### config.mk
export PLATFORM = sky130hd
export DESIGN_NAME = afm_ctrl
export DESIGN_NICKNAME = d
export VERILOG_FILES = /design/src/afm_pkg.sv /design/src/afm_ctrl.sv
export SDC_FILE = /design/constraint.sdc
export NUM_CORES = 1
export LEC_CHECK = 0
export BUFFER_PORTS_ARGS = -buffer_cell sky130_fd_sc_hd__buf_2
export CAP_MARGIN = 20
export CORE_ASPECT_RATIO = 0.7
export CORE_MARGIN = 5
export CORE_UTILIZATION = 45
export DETAILED_ROUTE_END_ITERATION = 16
export PLACE_DENSITY = 0.66
export SLEW_MARGIN = 20
export SYNTH_ARGS = -nofsm -noshare
export SYNTH_HDL_FRONTEND = slang
export SYNTH_SLANG_ARGS = --single-unit
### constraint.sdc
create_clock -name clk -period 3.5 [get_ports clk]
set_clock_uncertainty 0.2 [all_clocks]
set_input_delay 0.875 -clock clk [delete_from_list [all_inputs] [get_ports clk]]
set_output_delay 0.875 -clock clk [all_outputs]
set_load 0.03 [all_outputs]
### src/afm_pkg.sv
`default_nettype none
// ----------------------------------------------------------------------------
// afm_pkg
// Shared types, constants and tables of the array field magnitude block.
// ----------------------------------------------------------------------------
package afm_pkg;

  localparam int AFM_FRAC_BITS = 16;

  localparam logic [31:0] AFM_AMP_RESET  = 32'd65536;
  localparam logic [31:0] AFM_WAVE_RESET = 32'd411775;

  // 2^32 / (2*pi), rounded: radians to 2^-32 turn
  localparam logic [29:0] AFM_TURN_PER_RAD = 30'd683565276;
  // gain-corrected 1.0 in Q4.30
  localparam logic [33:0] AFM_CORDIC_ONE   = 34'd652032874;
  localparam int          AFM_CORDIC_STEPS = 30;
  localparam int          AFM_ROOT_STEPS   = 33;
  localparam int          AFM_DIV_STEPS    = 64;

  // register indexes of the configuration port
  localparam logic AFM_REG_AMPLITUDE   = 1'b0;
  localparam logic AFM_REG_WAVE_NUMBER = 1'b1;

  typedef enum logic [3:0] {
    MUL_NONE = 4'd0,
    MUL_SQX  = 4'd1,
    MUL_SQY  = 4'd2,
    MUL_SQZ  = 4'd3,
    MUL_PH   = 4'd4,
    MUL_TU0  = 4'd5,
    MUL_TU1  = 4'd6,
    MUL_NC   = 4'd7,
    MUL_NS   = 4'd8,
    MUL_RELL = 4'd9,
    MUL_REHL = 4'd10,
    MUL_REHH = 4'd11,
    MUL_IMLL = 4'd12,
    MUL_IMHL = 4'd13,
    MUL_IMHH = 4'd14
  } mul_op_t;

  typedef struct packed {
    logic       load_in;
    mul_op_t    mul_op;
    logic       sqrt_init;
    logic       sqrt_mag;
    logic       sqrt_step;
    logic       a_load;
    logic       cordic_init;
    logic       cordic_step;
    logic [4:0] idx;
    logic       div_step;
    logic       sum_acc;
    logic       hit_set;
    logic       out_load;
  } afm_cmd_t;

  typedef struct packed {
    logic dist_zero;
    logic last;
    logic out_busy;
  } afm_sts_t;

  // arctangent table in 2^-32 turn units
  function automatic logic [29:0] afm_atan(input logic [4:0] i);
    logic [29:0] v;
    unique case (i)
      5'd0:  v = 30'd536870912;
      5'd1:  v = 30'd316933406;
      5'd2:  v = 30'd167458907;
      5'd3:  v = 30'd85004756;
      5'd4:  v = 30'd42667331;
      5'd5:  v = 30'd21354465;
      5'd6:  v = 30'd10679838;
      5'd7:  v = 30'd5340245;
      5'd8:  v = 30'd2670163;
      5'd9:  v = 30'd1335087;
      5'd10: v = 30'd667544;
      5'd11: v = 30'd333772;
      5'd12: v = 30'd166886;
      5'd13: v = 30'd83443;
      5'd14: v = 30'd41722;
      5'd15: v = 30'd20861;
      5'd16: v = 30'd10430;
      5'd17: v = 30'd5215;
      5'd18: v = 30'd2608;
      5'd19: v = 30'd1304;
      5'd20: v = 30'd652;
      5'd21: v = 30'd326;
      5'd22: v = 30'd163;
      5'd23: v = 30'd81;
      5'd24: v = 30'd41;
      5'd25: v = 30'd20;
      5'd26: v = 30'd10;
      5'd27: v = 30'd5;
      5'd28: v = 30'd3;
      5'd29: v = 30'd1;
      default: v = 30'd0;
    endcase
    return v;
  endfunction

endpackage
`default_nettype wire

### src/afm_ctrl.sv
`default_nettype none
// ----------------------------------------------------------------------------
// afm_ctrl
// Sequencer: steps the shared multiplier, root, CORDIC and divider units.
// ----------------------------------------------------------------------------
module afm_ctrl (
  input  wire logic              clk,
  input  wire logic              rst_n,
  input  wire logic              in_valid,
  output logic                   in_ready,
  input  wire afm_pkg::afm_sts_t sts,
  output afm_pkg::afm_cmd_t      cmd
);

  typedef enum logic [12:0] {
    S_IDLE  = 13'b0000000000001,
    S_SQ    = 13'b0000000000010,
    S_ZCHK  = 13'b0000000000100,
    S_ROOTD = 13'b0000000001000,
    S_PHASE = 13'b0000000010000,
    S_CORD  = 13'b0000000100000,
    S_NUM   = 13'b0000001000000,
    S_DIV   = 13'b0000010000000,
    S_ACC   = 13'b0000100000000,
    S_LAST  = 13'b0001000000000,
    S_MAG   = 13'b0010000000000,
    S_ROOTM = 13'b0100000000000,
    S_OUTW  = 13'b1000000000000
  } state_t;

  state_t     state_r, state_nxt;
  logic [6:0] cnt_r, cnt_nxt;

  always_comb begin
    state_nxt = state_r;
    cnt_nxt   = cnt_r + 7'd1;
    cmd       = '0;
    cmd.mul_op = afm_pkg::MUL_NONE;
    cmd.idx   = cnt_r[4:0];
    in_ready  = 1'b0;
    unique case (state_r)
      S_IDLE: begin
        in_ready = 1'b1;
        cnt_nxt  = '0;
        if (in_valid) begin
          cmd.load_in = 1'b1;
          state_nxt   = S_SQ;
        end
      end
      S_SQ: begin
        unique case (cnt_r[1:0])
          2'd0: cmd.mul_op = afm_pkg::MUL_SQX;
          2'd1: cmd.mul_op = afm_pkg::MUL_SQY;
          2'd2: cmd.mul_op = afm_pkg::MUL_SQZ;
          default: state_nxt = S_ZCHK;
        endcase
      end
      S_ZCHK: begin
        cnt_nxt = '0;
        if (sts.dist_zero) begin
          cmd.hit_set = 1'b1;
          state_nxt   = S_LAST;
        end else begin
          cmd.sqrt_init = 1'b1;
          state_nxt     = S_ROOTD;
        end
      end
      S_ROOTD: begin
        cmd.sqrt_step = 1'b1;
        if (cnt_r == 7'(afm_pkg::AFM_ROOT_STEPS - 1)) begin
          cnt_nxt   = '0;
          state_nxt = S_PHASE;
        end
      end
      S_PHASE: begin
        // the product is registered before use; wait where the next op depends on it
        unique case (cnt_r[2:0])
          3'd0: cmd.a_load = 1'b1;
          3'd1: cmd.mul_op = afm_pkg::MUL_PH;
          3'd3: cmd.mul_op = afm_pkg::MUL_TU0;
          3'd4: cmd.mul_op = afm_pkg::MUL_TU1;
          3'd6: begin
            cmd.cordic_init = 1'b1;
            cnt_nxt         = '0;
            state_nxt       = S_CORD;
          end
          default: ;
        endcase
      end
      S_CORD: begin
        cmd.cordic_step = 1'b1;
        if (cnt_r == 7'(afm_pkg::AFM_CORDIC_STEPS - 1)) begin
          cnt_nxt   = '0;
          state_nxt = S_NUM;
        end
      end
      S_NUM: begin
        unique case (cnt_r[1:0])
          2'd0: cmd.mul_op = afm_pkg::MUL_NC;
          2'd1: cmd.mul_op = afm_pkg::MUL_NS;
          default: begin
            cnt_nxt   = '0;
            state_nxt = S_DIV;
          end
        endcase
      end
      S_DIV: begin
        cmd.div_step = 1'b1;
        if (cnt_r == 7'(afm_pkg::AFM_DIV_STEPS - 1)) begin
          state_nxt = S_ACC;
        end
      end
      S_ACC: begin
        cmd.sum_acc = 1'b1;
        state_nxt   = S_LAST;
      end
      S_LAST: begin
        cnt_nxt   = '0;
        state_nxt = sts.last ? S_MAG : S_IDLE;
      end
      S_MAG: begin
        unique case (cnt_r[2:0])
          3'd0: cmd.mul_op = afm_pkg::MUL_RELL;
          3'd1: cmd.mul_op = afm_pkg::MUL_REHL;
          3'd2: cmd.mul_op = afm_pkg::MUL_REHH;
          3'd3: cmd.mul_op = afm_pkg::MUL_IMLL;
          3'd4: cmd.mul_op = afm_pkg::MUL_IMHL;
          3'd5: cmd.mul_op = afm_pkg::MUL_IMHH;
          3'd6: ;
          default: begin
            cmd.sqrt_init = 1'b1;
            cmd.sqrt_mag  = 1'b1;
            cnt_nxt       = '0;
            state_nxt     = S_ROOTM;
          end
        endcase
      end
      S_ROOTM: begin
        cmd.sqrt_step = 1'b1;
        if (cnt_r == 7'(afm_pkg::AFM_ROOT_STEPS - 1)) begin
          state_nxt = S_OUTW;
        end
      end
      S_OUTW: begin
        // hold until the output register is free
        if (!sts.out_busy) begin
          cmd.out_load = 1'b1;
          state_nxt    = S_IDLE;
        end
      end
      default: state_nxt = S_IDLE;
    endcase
  end

  always_ff @(posedge clk) begin
    if (!rst_n) begin
      state_r <= S_IDLE;
      cnt_r   <= '0;
    end else begin
      state_r <= state_nxt;
      cnt_r   <= cnt_nxt;
    end
  end

  a_out_free: assert property (@(posedge clk) disable iff (!rst_n)
    cmd.out_load |-> !sts.out_busy)
    else $error("result loaded over a waiting result");

  a_accept_starts: assert property (@(posedge clk) disable iff (!rst_n)
    (in_ready && in_valid) |=> (state_r == S_SQ && cnt_r == 7'd0))
    else $error("accepted item did not start the distance pass");

  a_units_apart: assert property (@(posedge clk) disable iff (!rst_n)
    !(cmd.sqrt_step && (cmd.cordic_step || cmd.div_step)))
    else $error("iterative units stepped together");

  a_div_bound: assert property (@(posedge clk) disable iff (!rst_n)
    (state_r == S_DIV) |-> (cnt_r < 7'(afm_pkg::AFM_DIV_STEPS)))
    else $error("divider ran past its last step");

endmodule
`default_nettype wire

Yosys cells after proc, flatten, opt, wreduce, memory -nomap -nowiden:

Index checks and enable logic that the tools add are counted.

* $add $sub $neg: 1
* multiply operators: 0
* div/mod/pow operators: 0
* order comparisons: 0
* equality and inequality tests: 34
* shift-type cells: 0
* multiplexer cells: 42
* bitwise gates (word level): 0
* reductions and logical operators: 8

Operator list (number)
* 13-bit case mux with 13 select lines: 1
* 13-bit 2-to-1 mux: 10
* 7-bit case mux with 6 select lines: 1
* 7-bit 2-to-1 mux: 5
* 4-bit case mux with 6 select lines: 1
* 2-bit != test, second input constant: 9
* 4-bit case mux with 4 select lines: 1
* 1-bit 2-to-1 mux: 15
* 7-bit by 6-bit == test with 1-bit output, second input constant: 2
* 13-bit by 1-bit == test with 1-bit output, second input constant: 1
* 13-bit by 10-bit == test with 1-bit output, second input constant: 1
* 13-bit by 11-bit == test with 1-bit output, second input constant: 1
* 13-bit by 12-bit == test with 1-bit output, second input constant: 1
* 13-bit == test, second input constant: 1
* 13-bit by 2-bit == test with 1-bit output, second input constant: 1
* 13-bit by 3-bit == test with 1-bit output, second input constant: 1
* 13-bit by 4-bit == test with 1-bit output, second input constant: 1
* 13-bit by 5-bit == test with 1-bit output, second input constant: 1
* 13-bit by 6-bit == test with 1-bit output, second input constant: 1
* 13-bit by 7-bit == test with 1-bit output, second input constant: 1
* 13-bit by 8-bit == test with 1-bit output, second input constant: 1
* 13-bit by 9-bit == test with 1-bit output, second input constant: 1
* 11-bit 2-to-1 mux: 1
* 10-bit 2-to-1 mux: 1
* other kinds (19): 25

* register bits after elaboration: 20
* bits in latches: 0
* bits in writable memories: 0
* ROM bits: 0
* output and inout bits: 21
* word-level logic and storage cells: 87
* memories: 0

Depth between registers and ports, before layout:

* word-level depth: 4
* mapped depth: 8
* gate-level depth less buffers: 8

Worst setup path before layout:

No wires, ideal clock.

* path kind: register to output
* from: register state_r[5]
* to: output cmd[15] (netlist name)
* data arrival time: 2115 ps
* slack: 310 ps
* cell stages (with the launch flop): 8
* path buffers: 1
* cells stage by stage: dfxtp_1 -> buf_6 -> or4_4 -> or3_4 -> nor4_1 -> and2_1 -> o22ai_1 -> o221ai_1

RTL lines
* start, declared: line afm_ctrl.sv:31 `state_t state_r, state_nxt;`
* start signal, assigned: line afm_ctrl.sv:160 `state_r <= state_nxt;`
* end, declared: line afm_ctrl.sv:12 `output afm_pkg::afm_cmd_t cmd`

==> results.tsv <==
metric	value	unit
grt_pass1_wl	7830	um
tritoncts.num_buffers	3	
die_x	82.9	um
gr-total-overflow	0	
worstReg2RegEnd	state_r[0]$_SDFFE_PN1P_	
fmax	294	MHz
yosys-top-cells-count	nor2_1, dfxtp_1, o21ai_0	
die_y	61.1	um
min_to	cnt_r[6]$_SDFF_PN0_	
num_rows	18	
track_usage	19.2	%
yosysTopAreaCellShare	23.9	%
cts_sinks	20	
synth_most_common_cell	nor2_1	
power_leakage	0.792	nW
synth-main-ff-cell	dfxtp_1	
yosys-top-cells-area	dfxtp_1, nor2_1, ha_1	
cp-start-kind	register	
fillers	369	
hold_path_depth	2	
hold-worst-slack	0.372	ns
max_stage_delay	0.56	ns
hpwlAfterDp	3650	um
final_cells	293	
cts_tree	built	
busiest_layer	met1	
portBuffers	26	
avgSynthCellArea	7.69	sq um
critical_path.cell_chain	or4_4 -> or3_4 -> nor4_4 -> and2_1 -> o22ai_1 -> o221ai_1 -> buf_4	
ant_nets	0	
synth_adder_area_share	5.97	%
synth_top_family_by_area	simple AND/OR/NAND/NOR gates	
htree_levels	1	
maxCapViolCount	0	
crit_path_end_kind	output port	
grt_max_degree	14	
cts_buffer_depth	2	
synth_area	0.00168	sq mm
root_buffer	clkbuf_8	
synthMuxAreaShare	0	%
drt_wl_total	4900	um
vias	1792	
fin_setup_tns	0	ns
p_per_area	333	mW/mm^2
synth-xor-area-share	3.14	%
r2r_slack	0.47	ns
grtUsageMet3	4.28	%
synth_largest_area_cell	dfxtp_1	
layout-drive-gt1-share	20.6	%
critPathMaxFanout	5	
grt_use_met1	29.8	%
clkSlewWorstSetupHoldPaths	0.08	ns
area_growth_syn_to_layout	15.2	%
worstPathRequired	2.42	ns
grtUsageMet2	27.2	%
insertion_delay	0.26	ns
max_slew_margin	53.6	%
postLayoutCellArea	0.00193	sq mm
gp_congestion	1.01	
r2r-start	cnt_r[0]$_SDFF_PN0_	
drc	0	
drt-initial-drc-count	211	
crit_arrival	2.32	ns
diodes	0	
dp_cells	289	
io_pins	27	
syn_nets	232	
start_util	47.1	%
yosys.area_share.simple	39.7	%
vias_per_cell	6.12	
drtPass1Iterations	4	
synthArstFlopShare	0	%
tightest_slew	0.695	ns
dieArea	0.00506	sq mm
post-route-period-util	97.1	%
crit_type	register to output port	
hold_class	register to register	
ys_seq_elements	20	
fin_ws	0.101	ns
hold_buffers	0	
status	complete, no violations	
synth_compound_area_share	20.6	%
slowest_stage	or4_4	
setup_violations	0	
worstHoldStart	cnt_r[6]$_SDFF_PN0_	
placed_cell_area	0.00184	sq mm
peakVddDrop	0.000262	V
first_global_vias	1542	
antenna_found_initial	0	
r2r_cells	8	
yosys_warnings	0	
finalHoldViolCount	0	
yosysUniqueCellTypes	56	
yosysSeqAreaShare	23.9	%
rsz0062_at_grt	false	
final_nets	258	
netlist_instances	218	
place_ws	0.136	ns
drv_slew	0	
core	0.00356	sq mm
synth_edf_count	0	
period_minus_slack	3.40	ns
wl_per_cell	16.7	um
worst max-delay path by stage:
stage | from | to | cells after the start
CTS | state_r[4]$_SDFFE_PN0P_ | cmd[15] | 7
global placement | state_r[4]$_SDFFE_PN0P_ | cmd[15] | 7
detailed placement | state_r[4]$_SDFFE_PN0P_ | cmd[15] | 7
finish | state_r[4]$_SDFFE_PN0P_ | cmd[15] | 7
floorplan | state_r[5]$_SDFFE_PN0P_ | cmd[15] | 7
global route | state_r[0]$_SDFFE_PN1P_ | cmd[15] | 5
registers in the layout, indices dropped and copies added, names as in the netlist:
name     cells
state_r     13
cnt_r        7
cell type report:
class	instances	area, sq um	share of cell area [%]
repair buffers	33	185	9.60
multi-input cells	179	1180	61.3
flip-flops and latches	20	400	20.8
well taps	50	62.6	3.24
clock inverters	1	30.0	1.56
clock buffers	3	41.3	2.14
inverters	7	26.3	1.36
per-stage QoR:
stage,power (mW),utilization [%]
after CTS,0.642,54.0
after floorplan,0.365,-
after global routing,0.669,54.2
after detailed placement,0.403,51.6
final,0.642,54.2
after global placement,0.404,51.6
cells in the final DEF, fill, tap and decap left out, drive strengths merged, types with 3 or more instances in the layout:
cell / n
nand4: 3
nor2b: 4
buf: 33
ha: 8
o21ai: 14
o22ai: 3
nor2: 29
clkbuf: 3
nand2b: 6
and2: 6
nor4: 9
o211ai: 3
or4b: 3
o21a: 3
xor2: 4
nor3: 9
or3: 3
nand2: 14
and3: 4
nand3: 10
dfxtp: 20
inv: 6
a21oi: 10
and4: 4
metal layers:
layer,vias to the layer above,routed length [um]
li1,857,-
met1,832,2430
met2,101,1990
met3,2,470
met4,0,10
met5,-,0
repair_timing:
action                     4_1_cts  5_1_grt
setup buffers                    0        0
gates resized for setup          2        4
pin swaps                        0        1
setup endpoints to repair        1        4
where the power goes:
group / total (mW) / switching [mW] / internal [mW] / leakage, nW
clock network: 0.237 / 0.0843 / 0.153 / 0.0357
registers: 0.246 / 0.0132 / 0.233 / 0.162
logic: 0.159 / 0.102 / 0.0566 / 0.594
cell families after synthesis:
logic type,Yosys count
compound gates,50
xor+xnor,6
fa+ha+maj,8
buf+inv,19
flops,20
simple gates,115
worst max-delay path: cells and delay by family, from the launching register on:
| family | cells | cell delay, ns |
|---|---|---|
| AO/OA/AOI/OAI | 2 | 0.17 |
| AND/OR/NAND/NOR | 4 | 1.38 |
| flip-flops | 1 | 0.32 |
| buffers and inverters | 1 | 0.20 |
Note: power is estimated with default switching activity, not from simulation.
